**src/hw/rtl/eipl4_pkg.sv**
```systemverilog
// ----------------------------------------------------------------------------
// eipl4_pkg
// Shared types and constants for the Ethernet / IP / L4 header parser.
// ----------------------------------------------------------------------------
package eipl4_pkg;

    localparam logic [7:0]  ETYPE_HI_OFS   = 8'd12;
    localparam logic [7:0]  ETYPE_LO_OFS   = 8'd13;
    localparam logic [4:0]  ETH_HDR_BYTES  = 5'd14;
    localparam logic [4:0]  TAG_BYTES      = 5'd4;
    localparam logic [5:0]  V6_HDR_BYTES   = 6'd40;
    localparam logic [6:0]  MIN_HDR_BYTES  = 7'd20;
    localparam logic [16:0] UDP_HDR_BYTES  = 17'd8;
    localparam logic [15:0] MAX_8023_LEN   = 16'h05dc;

    localparam logic [15:0] ETYPE_IPV4     = 16'h0800;
    localparam logic [15:0] ETYPE_IPV6     = 16'h86dd;
    localparam logic [15:0] ETYPE_VLAN     = 16'h8100;
    localparam logic [15:0] ETYPE_ARP      = 16'h0806;
    localparam logic [15:0] ETYPE_RARP     = 16'h8035;
    localparam logic [15:0] ETYPE_LOOPBACK = 16'h9000;

    localparam logic [7:0]  PROTO_HOPOPT   = 8'd0;
    localparam logic [7:0]  PROTO_ICMP     = 8'd1;
    localparam logic [7:0]  PROTO_TCP      = 8'd6;
    localparam logic [7:0]  PROTO_UDP      = 8'd17;

    localparam logic [3:0]  CLS_TCP        = 4'd0;
    localparam logic [3:0]  CLS_UDP        = 4'd1;
    localparam logic [3:0]  CLS_ICMP       = 4'd2;
    localparam logic [3:0]  CLS_IP_PROTO0  = 4'd3;
    localparam logic [3:0]  CLS_OTHER_IP   = 4'd4;
    localparam logic [3:0]  CLS_8023       = 4'd5;
    localparam logic [3:0]  CLS_ARP        = 4'd6;
    localparam logic [3:0]  CLS_RARP       = 4'd7;
    localparam logic [3:0]  CLS_LOOPBACK   = 4'd8;
    localparam logic [3:0]  CLS_UNKNOWN    = 4'd9;

    localparam logic [1:0]  ST_OK          = 2'd0;
    localparam logic [1:0]  ST_BAD_IP_HDR  = 2'd1;
    localparam logic [1:0]  ST_BAD_TCP_HDR = 2'd2;
    localparam logic [1:0]  ST_SHORT       = 2'd3;

    typedef enum logic [1:0] {
        L3_NONE = 2'd0,
        L3_IPV4 = 2'd1,
        L3_IPV6 = 2'd2
    } t_l3_kind;

    typedef struct packed {
        logic [7:0]  data_byte;
        logic        is_last;
        logic [15:0] wire_length;
    } t_beat;

    typedef struct packed {
        logic [15:0] ether_kind;
        logic        vlan_seen;
        t_l3_kind    l3_kind;
        logic [5:0]  ip_header_bytes;
        logic [16:0] ip_total_bytes;
        logic [7:0]  ip_protocol_num;
        logic [6:0]  tcp_header_bytes;
        logic [15:0] l4_sport;
        logic [15:0] l4_dport;
        logic [7:0]  tcp_ctl;
        logic [15:0] ip_ident;
        logic [7:0]  ip_tos;
        logic [31:0] tcp_seq;
        logic [31:0] tcp_ack;
        logic [7:0]  ip_ttl;
    } t_hdr_state;

endpackage

```
**src/hw/rtl/ethernet_ip_l4_header_parser.sv**
```systemverilog
// ----------------------------------------------------------------------------
// ethernet_ip_l4_header_parser
// Byte-wide Ethernet / 802.1Q / IPv4 / IPv6 / TCP / UDP header parser that
// emits one classification record per frame.
// ----------------------------------------------------------------------------
// Takes one frame byte per clock, starting at the destination MAC, with a
// last-byte mark and the wire length on the last byte. Each byte passes an
// input register, then one combinational pass updates the header capture
// state; on the last byte the record is formed in the same pass and lands in
// the result register, from which the record is offered. Throughput is one
// byte per cycle; the input stalls only while a last byte waits for a result
// register that is still held by a stall on the output side. Frames of any
// length are accepted; offsets past 255 are not examined.
// ----------------------------------------------------------------------------
module ethernet_ip_l4_header_parser
    import eipl4_pkg::*;
(
    input  logic               i_clk,
    input  logic               i_rst_n,
    input  logic               i_in_valid,
    output logic               o_in_stall,
    input  logic [7:0]         i_data_byte,
    input  logic               i_is_last,
    input  logic [15:0]        i_wire_length,
    output logic               o_out_valid,
    input  logic               i_out_stall,
    output logic [3:0]         o_frame_class,
    output logic [1:0]         o_status,
    output logic [15:0]        o_frame_length,
    output logic [15:0]        o_source_port,
    output logic [15:0]        o_dest_port,
    output logic [7:0]         o_tcp_flag_bits,
    output logic [31:0]        o_tcp_sequence,
    output logic [31:0]        o_tcp_acknowledge,
    output logic [15:0]        o_ip_ident,
    output logic [7:0]         o_ip_service_type,
    output logic [7:0]         o_ip_hop_limit,
    output logic signed [16:0] o_payload_length
);

    logic       w_out_free;
    logic       w_adv;
    t_beat      w_beat;
    t_hdr_state w_next;
    logic [8:0] w_n;

    eipl4_in_stage u_in_stage (
        .i_clk         (i_clk),
        .i_rst_n       (i_rst_n),
        .i_valid       (i_in_valid),
        .i_data_byte   (i_data_byte),
        .i_is_last     (i_is_last),
        .i_wire_length (i_wire_length),
        .i_out_free    (w_out_free),
        .o_stall       (o_in_stall),
        .o_adv         (w_adv),
        .o_beat        (w_beat)
    );

    eipl4_parse u_parse (
        .i_clk   (i_clk),
        .i_rst_n (i_rst_n),
        .i_adv   (w_adv),
        .i_beat  (w_beat),
        .o_next  (w_next),
        .o_n     (w_n)
    );

    eipl4_record u_record (
        .i_clk             (i_clk),
        .i_rst_n           (i_rst_n),
        .i_load            (w_adv && w_beat.is_last),
        .i_hdr             (w_next),
        .i_n               (w_n),
        .i_wire_length     (w_beat.wire_length),
        .i_out_stall       (i_out_stall),
        .o_out_free        (w_out_free),
        .o_out_valid       (o_out_valid),
        .o_frame_class     (o_frame_class),
        .o_status          (o_status),
        .o_frame_length    (o_frame_length),
        .o_source_port     (o_source_port),
        .o_dest_port       (o_dest_port),
        .o_tcp_flag_bits   (o_tcp_flag_bits),
        .o_tcp_sequence    (o_tcp_sequence),
        .o_tcp_acknowledge (o_tcp_acknowledge),
        .o_ip_ident        (o_ip_ident),
        .o_ip_service_type (o_ip_service_type),
        .o_ip_hop_limit    (o_ip_hop_limit),
        .o_payload_length  (o_payload_length)
    );

`ifndef SYNTHESIS
    a_last_loads_record: assert property (@(posedge i_clk) disable iff (!i_rst_n)
        (w_adv && w_beat.is_last) |=> o_out_valid)
        else $error("last byte did not produce a record");

    a_short_is_unknown: assert property (@(posedge i_clk) disable iff (!i_rst_n)
        (o_out_valid && o_status == ST_SHORT) |->
        (o_frame_class == CLS_UNKNOWN && o_source_port == 16'h0000 &&
         o_ip_ident == 16'h0000 && o_payload_length == 17'sd0))
        else $error("cut-short frame carries captured fields");

    a_bad_ip_fields: assert property (@(posedge i_clk) disable iff (!i_rst_n)
        (o_out_valid && o_status == ST_BAD_IP_HDR) |->
        (o_frame_class == CLS_OTHER_IP && o_ip_hop_limit == 8'h00 &&
         o_tcp_sequence == 32'h0))
        else $error("bad IP header record carries captured fields");

    a_record_held: assert property (@(posedge i_clk) disable iff (!i_rst_n)
        (o_out_valid && i_out_stall) |=> (o_out_valid && $stable(o_frame_class) &&
         $stable(o_tcp_sequence) && $stable(o_payload_length)))
        else $error("stalled record changed");
`endif

endmodule

```
**src/hw/rtl/eipl4_in_stage.sv**
```systemverilog
// ----------------------------------------------------------------------------
// eipl4_in_stage
// Input register for frame bytes; holds a last byte while the result
// register is still occupied.
// ----------------------------------------------------------------------------
module eipl4_in_stage
    import eipl4_pkg::*;
(
    input  logic        i_clk,
    input  logic        i_rst_n,
    input  logic        i_valid,
    input  logic [7:0]  i_data_byte,
    input  logic        i_is_last,
    input  logic [15:0] i_wire_length,
    input  logic        i_out_free,
    output logic        o_stall,
    output logic        o_adv,
    output t_beat       o_beat
);

    logic  r_valid;
    t_beat r_beat;

    assign o_adv   = r_valid && (!r_beat.is_last || i_out_free);
    assign o_stall = r_valid && !o_adv;
    assign o_beat  = r_beat;

    always_ff @(posedge i_clk) begin
        if (!i_rst_n) begin
            r_valid <= 1'b0;
        end else if (!o_stall) begin
            r_valid <= i_valid;
        end
    end

    always_ff @(posedge i_clk) begin
        if (!o_stall && i_valid) begin
            r_beat <= '{data_byte: i_data_byte, is_last: i_is_last,
                        wire_length: i_wire_length};
        end
    end

endmodule

```
**src/hw/rtl/eipl4_parse.sv**
```systemverilog
// ----------------------------------------------------------------------------
// eipl4_parse
// Byte offset counter and header field capture. Presents the header state
// as it stands after the current byte.
// ----------------------------------------------------------------------------
module eipl4_parse
    import eipl4_pkg::*;
(
    input  logic       i_clk,
    input  logic       i_rst_n,
    input  logic       i_adv,
    input  t_beat      i_beat,
    output t_hdr_state o_next,
    output logic [8:0] o_n
);

    logic [7:0] r_offset;
    t_hdr_state r_state;
    t_hdr_state n_state;

    always_comb begin
        t_hdr_state cur;
        logic [7:0] b;
        logic [4:0] s;
        logic [7:0] r;
        logic [7:0] q;
        logic       done;

        cur  = (r_offset == 8'd0) ? '0 : r_state;
        b    = i_beat.data_byte;
        s    = cur.vlan_seen ? (ETH_HDR_BYTES + TAG_BYTES) : ETH_HDR_BYTES;
        r    = '0;
        q    = '0;
        done = 1'b0;
        n_state = cur;

        if (r_offset == ETYPE_HI_OFS) begin
            n_state.ether_kind = {b, 8'h00};
        end else if (r_offset == ETYPE_LO_OFS) begin
            n_state.ether_kind = cur.ether_kind | {8'h00, b};
            if (n_state.ether_kind == ETYPE_VLAN) begin
                n_state.vlan_seen = 1'b1;
                n_state.l3_kind   = L3_IPV4;
            end else if (n_state.ether_kind == ETYPE_IPV4) begin
                n_state.l3_kind   = L3_IPV4;
            end else if (n_state.ether_kind == ETYPE_IPV6) begin
                n_state.l3_kind         = L3_IPV6;
                n_state.ip_header_bytes = V6_HDR_BYTES;
            end
        end else if (cur.l3_kind != L3_NONE && r_offset >= {3'b000, s}) begin
            r = r_offset - {3'b000, s};
            if (cur.l3_kind == L3_IPV4) begin
                case (r)
                    8'd0: n_state.ip_header_bytes = {b[3:0], 2'b00};
                    8'd1: n_state.ip_tos = b;
                    8'd2: n_state.ip_total_bytes = {1'b0, b, 8'h00};
                    8'd3: n_state.ip_total_bytes = cur.ip_total_bytes | {9'h000, b};
                    8'd4: n_state.ip_ident[15:8] = b;
                    8'd5: n_state.ip_ident[7:0] = b;
                    8'd8: n_state.ip_ttl = b;
                    8'd9: n_state.ip_protocol_num = b;
                    default: ;
                endcase
                if ({1'b0, n_state.ip_header_bytes} < MIN_HDR_BYTES) begin
                    done = 1'b1;
                end
            end else begin
                case (r)
                    8'd4: n_state.ip_total_bytes = {1'b0, b, 8'h00};
                    8'd5: n_state.ip_total_bytes = (cur.ip_total_bytes | {9'h000, b})
                                                   + {11'h000, V6_HDR_BYTES};
                    8'd6: n_state.ip_protocol_num = b;
                    default: ;
                endcase
            end
            if (!done && r >= {2'b00, n_state.ip_header_bytes}) begin
                q = r - {2'b00, n_state.ip_header_bytes};
                if (n_state.ip_protocol_num == PROTO_TCP) begin
                    case (q)
                        8'd0:  n_state.l4_sport[15:8] = b;
                        8'd1:  n_state.l4_sport[7:0]  = b;
                        8'd2:  n_state.l4_dport[15:8] = b;
                        8'd3:  n_state.l4_dport[7:0]  = b;
                        8'd4:  n_state.tcp_seq[31:24] = b;
                        8'd5:  n_state.tcp_seq[23:16] = b;
                        8'd6:  n_state.tcp_seq[15:8]  = b;
                        8'd7:  n_state.tcp_seq[7:0]   = b;
                        8'd8:  n_state.tcp_ack[31:24] = b;
                        8'd9:  n_state.tcp_ack[23:16] = b;
                        8'd10: n_state.tcp_ack[15:8]  = b;
                        8'd11: n_state.tcp_ack[7:0]   = b;
                        8'd12: n_state.tcp_header_bytes = {1'b0, b[7:4], 2'b00};
                        8'd13: n_state.tcp_ctl = b;
                        default: ;
                    endcase
                end else if (n_state.ip_protocol_num == PROTO_UDP) begin
                    case (q)
                        8'd0: n_state.l4_sport[15:8] = b;
                        8'd1: n_state.l4_sport[7:0]  = b;
                        8'd2: n_state.l4_dport[15:8] = b;
                        8'd3: n_state.l4_dport[7:0]  = b;
                        default: ;
                    endcase
                end
            end
        end
    end

    assign o_next = n_state;
    assign o_n    = {1'b0, r_offset} + 9'd1;

    always_ff @(posedge i_clk) begin
        if (!i_rst_n) begin
            r_offset <= '0;
            r_state  <= '0;
        end else if (i_adv) begin
            if (i_beat.is_last) begin
                r_offset <= '0;
                r_state  <= '0;
            end else begin
                r_state <= n_state;
                if (r_offset != 8'hff) begin
                    r_offset <= r_offset + 8'd1;
                end
            end
        end
    end

endmodule

```
**src/hw/rtl/eipl4_record.sv**
```systemverilog
// ----------------------------------------------------------------------------
// eipl4_record
// Classifies the finished frame and holds its record in the result register.
// ----------------------------------------------------------------------------
module eipl4_record
    import eipl4_pkg::*;
(
    input  logic               i_clk,
    input  logic               i_rst_n,
    input  logic               i_load,
    input  t_hdr_state         i_hdr,
    input  logic [8:0]         i_n,
    input  logic [15:0]        i_wire_length,
    input  logic               i_out_stall,
    output logic               o_out_free,
    output logic               o_out_valid,
    output logic [3:0]         o_frame_class,
    output logic [1:0]         o_status,
    output logic [15:0]        o_frame_length,
    output logic [15:0]        o_source_port,
    output logic [15:0]        o_dest_port,
    output logic [7:0]         o_tcp_flag_bits,
    output logic [31:0]        o_tcp_sequence,
    output logic [31:0]        o_tcp_acknowledge,
    output logic [15:0]        o_ip_ident,
    output logic [7:0]         o_ip_service_type,
    output logic [7:0]         o_ip_hop_limit,
    output logic signed [16:0] o_payload_length
);

    logic        r_out_valid;
    logic [3:0]  r_frame_class;
    logic [1:0]  r_status;
    logic [15:0] r_frame_length;
    logic [15:0] r_source_port;
    logic [15:0] r_dest_port;
    logic [7:0]  r_tcp_flag_bits;
    logic [31:0] r_tcp_sequence;
    logic [31:0] r_tcp_acknowledge;
    logic [15:0] r_ip_ident;
    logic [7:0]  r_ip_service_type;
    logic [7:0]  r_ip_hop_limit;
    logic [16:0] r_payload_length;

    logic [3:0]  n_cls;
    logic [1:0]  n_st;
    logic        n_v4;
    logic        n_l4;
    logic        n_tcp_ok;
    logic [16:0] n_pay;

    always_comb begin
        logic [8:0] s9;
        logic [8:0] l4s;
        logic       ip_bad;

        s9       = i_hdr.vlan_seen ? {4'h0, ETH_HDR_BYTES + TAG_BYTES}
                                   : {4'h0, ETH_HDR_BYTES};
        l4s      = s9 + {3'b000, i_hdr.ip_header_bytes};
        ip_bad   = {1'b0, i_hdr.ip_header_bytes} < MIN_HDR_BYTES;
        n_cls    = CLS_UNKNOWN;
        n_st     = ST_OK;
        n_v4     = 1'b0;
        n_l4     = 1'b0;
        n_tcp_ok = 1'b0;
        n_pay    = '0;

        if (i_n < {4'h0, ETH_HDR_BYTES}) begin
            n_st = ST_SHORT;
        end else if (i_hdr.l3_kind != L3_NONE) begin
            if (i_hdr.l3_kind == L3_IPV4 && i_n < s9 + 9'd1) begin
                n_st = ST_SHORT;
            end else if (i_hdr.l3_kind == L3_IPV4 && ip_bad) begin
                n_st  = ST_BAD_IP_HDR;
                n_cls = CLS_OTHER_IP;
            end else if (i_hdr.l3_kind == L3_IPV4 && i_n < s9 + 9'd10) begin
                n_st = ST_SHORT;
            end else if (i_hdr.l3_kind != L3_IPV4 && i_n < s9 + 9'd7) begin
                n_st = ST_SHORT;
            end else begin
                n_v4 = (i_hdr.l3_kind == L3_IPV4);
                if (i_hdr.ip_protocol_num == PROTO_TCP) begin
                    if (i_n < l4s + 9'd13) begin
                        n_st = ST_SHORT;
                    end else if (i_hdr.tcp_header_bytes < MIN_HDR_BYTES) begin
                        n_st  = ST_BAD_TCP_HDR;
                        n_cls = CLS_TCP;
                    end else if (i_n < l4s + 9'd14) begin
                        n_st = ST_SHORT;
                    end else begin
                        n_cls    = CLS_TCP;
                        n_l4     = 1'b1;
                        n_tcp_ok = 1'b1;
                        n_pay    = i_hdr.ip_total_bytes
                                   - ({11'h000, i_hdr.ip_header_bytes}
                                      + {10'h000, i_hdr.tcp_header_bytes});
                    end
                end else if (i_hdr.ip_protocol_num == PROTO_UDP) begin
                    if (i_n < l4s + 9'd4) begin
                        n_st = ST_SHORT;
                    end else begin
                        n_cls = CLS_UDP;
                        n_l4  = 1'b1;
                        n_pay = i_hdr.ip_total_bytes
                                - ({11'h000, i_hdr.ip_header_bytes} + UDP_HDR_BYTES);
                    end
                end else if (i_hdr.ip_protocol_num == PROTO_ICMP) begin
                    n_cls = CLS_ICMP;
                end else if (i_hdr.ip_protocol_num == PROTO_HOPOPT) begin
                    n_cls = CLS_IP_PROTO0;
                end else begin
                    n_cls = CLS_OTHER_IP;
                end
                if (n_st == ST_SHORT) begin
                    n_cls = CLS_UNKNOWN;
                    n_v4  = 1'b0;
                    n_l4  = 1'b0;
                end
            end
        end else if (i_hdr.ether_kind <= MAX_8023_LEN) begin
            n_cls = CLS_8023;
        end else if (i_hdr.ether_kind == ETYPE_ARP) begin
            n_cls = CLS_ARP;
        end else if (i_hdr.ether_kind == ETYPE_RARP) begin
            n_cls = CLS_RARP;
        end else if (i_hdr.ether_kind == ETYPE_LOOPBACK) begin
            n_cls = CLS_LOOPBACK;
        end
    end

    assign o_out_free = !r_out_valid || !i_out_stall;

    always_ff @(posedge i_clk) begin
        if (!i_rst_n) begin
            r_out_valid <= 1'b0;
        end else if (i_load) begin
            r_out_valid <= 1'b1;
        end else if (!i_out_stall) begin
            r_out_valid <= 1'b0;
        end
    end

    always_ff @(posedge i_clk) begin
        if (i_load) begin
            r_frame_class     <= n_cls;
            r_status          <= n_st;
            r_frame_length    <= i_wire_length;
            r_source_port     <= n_l4 ? i_hdr.l4_sport : 16'h0000;
            r_dest_port       <= n_l4 ? i_hdr.l4_dport : 16'h0000;
            r_tcp_flag_bits   <= n_tcp_ok ? i_hdr.tcp_ctl : 8'h00;
            r_tcp_sequence    <= n_tcp_ok ? i_hdr.tcp_seq : 32'h0;
            r_tcp_acknowledge <= n_tcp_ok ? i_hdr.tcp_ack : 32'h0;
            r_ip_ident        <= n_v4 ? i_hdr.ip_ident : 16'h0000;
            r_ip_service_type <= n_v4 ? i_hdr.ip_tos : 8'h00;
            r_ip_hop_limit    <= n_v4 ? i_hdr.ip_ttl : 8'h00;
            r_payload_length  <= n_l4 ? n_pay : 17'h0;
        end
    end

    assign o_out_valid       = r_out_valid;
    assign o_frame_class     = r_frame_class;
    assign o_status          = r_status;
    assign o_frame_length    = r_frame_length;
    assign o_source_port     = r_source_port;
    assign o_dest_port       = r_dest_port;
    assign o_tcp_flag_bits   = r_tcp_flag_bits;
    assign o_tcp_sequence    = r_tcp_sequence;
    assign o_tcp_acknowledge = r_tcp_acknowledge;
    assign o_ip_ident        = r_ip_ident;
    assign o_ip_service_type = r_ip_service_type;
    assign o_ip_hop_limit    = r_ip_hop_limit;
    assign o_payload_length  = $signed(r_payload_length);

endmodule
```
**config.mk**
```make
export PLATFORM = sky130hd
export DESIGN_NAME = ethernet_ip_l4_header_parser
export DESIGN_NICKNAME = d
export VERILOG_FILES = /design/src/hw/rtl/eipl4_pkg.sv /design/src/hw/rtl/ethernet_ip_l4_header_parser.sv /design/src/hw/rtl/eipl4_in_stage.sv /design/src/hw/rtl/eipl4_parse.sv /design/src/hw/rtl/eipl4_record.sv
export SDC_FILE = /design/constraint.sdc
export NUM_CORES = 1
export LEC_CHECK = 0
export ABC_AREA = 1
export BUFFER_PORTS_ARGS = -buffer_cell sky130_fd_sc_hd__buf_4
export CAP_MARGIN = 20
export CORE_MARGIN = 2
export CORE_UTILIZATION = 35
export DETAILED_ROUTE_END_ITERATION = 10
export PLACE_DENSITY_LB_ADDON = 0.05
export SLEW_MARGIN = 20
export SYNTH_ARGS = -nofsm -noshare
export SYNTH_HDL_FRONTEND = slang
export SYNTH_SLANG_ARGS = --single-unit
```
**constraint.sdc**
```tcl
create_clock -name i_clk -period 6.6 [get_ports i_clk]
set_input_delay 1.32 -clock i_clk [delete_from_list [all_inputs] [get_ports i_clk]]
set_output_delay 1.32 -clock i_clk [all_outputs]
set_load 0.02 [all_outputs]
```
==> flow_summary.json <==
{
  "via_count": 20904,
  "worst-path-buf-inv": 6,
  "slowest_stage": "fa_2",
  "nets": 3325,
  "final.setup.worst_slack_ns": -0.168,
  "ant_nets": 0,
  "r2r_setup_slack_ns": -0.17,
  "hold_class": "reg2reg",
  "cp_common_cell": "nand2_1",
  "p_leak_nw": 11.2,
  "pin_count": 206,
  "yosysTopAreaCellShare_pct": 27.0,
  "ctsLongestPathBuffers": 3,
  "path_class": "reg2reg",
  "finClkSkew_ns": 0.0208,
  "synth_compound_area_share_pct": 15.1,
  "reg2reg_depth": 49,
  "grt_pass1_vias": 20031,
  "yosysTopAreaCell": "edfxtp_1",
  "finalSetupViolCount": 4,
  "multi_input_area_um2": 10800,
  "place_congestion": 0.900,
  "drtPass1Iterations": 7,
  "grt_usage_pct": 22.3,
  "place_ws_ns": -0.263,
  "drive_gt1_share_pct": 19.7,
  "grt_first_pass_wirelength_um": 116000,
  "fp.dieH_um": 256,
  "cts_tree": "done",
  "synth_area_um2": 22200,
  "fin_crit_ns": 6.77,
  "synth_top_family_by_area": "simple AND/OR/NAND/NOR gates",
  "timing.final.hold_violations": 0,
  "start_util_pct": 35.3,
  "clock.fmax_ghz": 0.148,
  "path_delay_family": "simple AND/OR/NAND/NOR gates",
  "clk_pin_slew_ns": 0.06,
  "portBuffers": 205,
  "start_kind": "flop",
  "syn_inst": 2919,
  "holdPathEnd": "u_record.o_frame_length[11]",
  "r2r-end": "u_record.o_payload_length[15]",
  "cts.sinks": 403,
  "yosys_register_bits": 403,
  "arrival_ns": 7.21,
  "yosysWarnings": 0,
  "rows": 92,
  "die-area_um2": 65600,
  "drc": 0,
  "cts_buffers": 49,
  "yosysSeqAreaShare_pct": 45.3,
  "synth_mux_area_share_pct": 0.0450,
  "core-area_um2": 63000,
  "synth-adder-area-share_pct": 4.44,
  "grt-ovfl-total": 0,
  "layout.cells.most_common": "nand2_1",
  "final_cell_mix": "nand2_1, buf_4, inv_1",
  "end_kind": "flop",
  "max_cap_viol_count": 0,
  "avgViaCountPerCell": 5.09,
  "hpwl_um": 50200,
  "rsz0062_at_grt": "true",
  "synth_top_flop_cell": "dfxtp_1",
  "cp_max_fo": 4,
  "worstHoldStart": "u_in_stage.o_beat[11]",
  "drt_iter0_drc": 1436,
  "ctsRootBufferMaster": "clkbuf_16",
  "run_status": "finished with violations",
  "violations": "setup timing",
  "fillers": 6360,
  "synth_edf_count": 200,
  "fp.dieW_um": 256,
  "cpPeakStageDelay_ns": 0.38,
  "ir_drop_uv": 159,
  "synthDistinctLibCells": 64,
  "relSlewSlack_pct": 23.2,
  "antenna_found_initial": 0,
  "worstMarginPinSlew_ns": 1.15,
  "p_per_area_nw_per_um2": 205,
  "r2r-start": "u_parse.r_offset[0]",
  "grt_max_degree": 193,
  "clock_latency_ns": 0.59,
  "drv_slew": 0,
  "regArea_um2": 10100,
  "h-tree-depth": 2,
  "synth-xor-area-share_pct": 1.61,
  "routed_wl_um": 75300,
  "synthArstFlopShare_pct": 0,
  "yosys-top-cells-area": "edfxtp_1, dfxtp_1, nand2_1",
  "final_util_pct": 44.5,
  "min_path_cells": 0,
  "synthSimpleGateAreaFrac_pct": 25.1,
  "wl_per_cell_um": 18.3,
  "n_antenna_cell": 0,
  "cts_hold_buf": 0,
  "fin_crit_sh_pct": 103,
  "syn_to_final_growth_pct": 26.0,
  "synth_area_per_cell_um2": 7.62,
  "required_ns": 7.04
}
-- power by group --
group	total (W)	internal, W	switching, W
sequential	0.00265	0.00264	0.0000122
combinational	0.000247	0.0000533	0.000194
clock	0.00284	0.00174	0.00110
total	0.00573	0.00443	0.00130
-- area by class of cell --
| type | instances | area share, % |
|---|---|---|
| Inverter | 318 | 4.32 |
| Sequential cell | 403 | 35.9 |
| Timing Repair Buffer | 405 | 11.5 |
| Multi-Input combinational cell | 2043 | 38.5 |
| Tap cell | 846 | 3.78 |
| Clock inverter | 26 | 1.25 |
| Clock buffer | 65 | 4.77 |
-- synth_stat cells (4+ instances only) --
cell / n
buf_4: 6
edfxtp_1: 200
nor2_4: 6
o21a_1: 4
o21ai_1: 14
ha_1: 71
a21oi_1: 301
inv_1: 302
nor2_1: 279
o221ai_1: 7
clkbuf_1: 117
clkinv_1: 7
xor2_1: 30
o211ai_1: 30
buf_2: 17
nand3_1: 196
nand4_1: 25
dfxtp_1: 203
inv_2: 8
xnor2_1: 11
a2bb2oi_1: 16
buf_1: 14
or2_2: 11
fa_1: 5
nor2_2: 18
nand2_1: 716
o22ai_1: 13
nor3_1: 17
a211oi_1: 5
nand3b_1: 5
o2111ai_1: 8
o31ai_1: 6
o21ai_0: 183
nand2_2: 10
and2_1: 5
nor4_1: 10
-- kinds of logic after synthesis --
group                    count (synthesis)
flip-flops                             403
adder cells (fa/ha/maj)                 76
XOR/XNOR                                41
other                                    1
AND/OR/NAND/NOR                       1316
AO/OA/AOI/OAI                          605
buffers and inverters                  476
multiplexers                             1
-- layer usage --
metal	share of wire, %	GRT usage, %
met5	0	0
met4	3.4	7.86
met3	5.0	3.20
met2	47	37.0
met1	44	29.6
-- metrics by stage --
step	hold slack, ns	instances	instance area, um^2	TNS [ns]	power (W)
2_1_floorplan	0.400	2921	22300	0	0.00283
3_3_place_gp	0.400	3998	25800	-1.01	0.00295
3_5_place_dp	0.405	3998	25800	-1.24	0.00295
4_1_cts	0.406	4093	27600	0	0.00581
5_1_grt	0.406	4106	28000	-3.61	0.00592
6_report	0.402	4106	28000	-0.309	0.00573
-- state kept, by name, summed over array words and instances, names as in the netlist, 16 cells and up --
register and flops:
u_record.o_tcp_acknowledge 32, u_record.o_payload_length 17, u_parse.r_state 193, u_in_stage.o_beat 25
u_record.o_tcp_sequence 32, u_record.o_source_port 16, u_record.o_dest_port 16, u_record.o_frame_length 16
u_record.o_ip_ident 16
-- worst max-delay path by stage --
stage | start | end | cells after the start
after floorplan | u_parse.r_offset[0] | u_record.o_payload_length[15] | 46
after global placement | u_parse.r_offset[7] | u_record.o_payload_length[15] | 48
after detailed placement | u_parse.r_offset[7] | u_record.o_payload_length[16] | 49
after CTS | u_parse.r_offset[1] | u_record.o_payload_length[14] | 48
after global routing | u_parse.r_offset[6] | u_record.o_payload_length[15] | 47
final | u_parse.r_offset[0] | u_record.o_payload_length[15] | 49
-- what timing repair did --
action,in CTS,in global routing
resized for setup,18,70
setup buffers,4,14
setup endpoints to repair,7,157
gates cloned,1,1
pin swaps,29,51
Power figures use the tool's default switching activity.
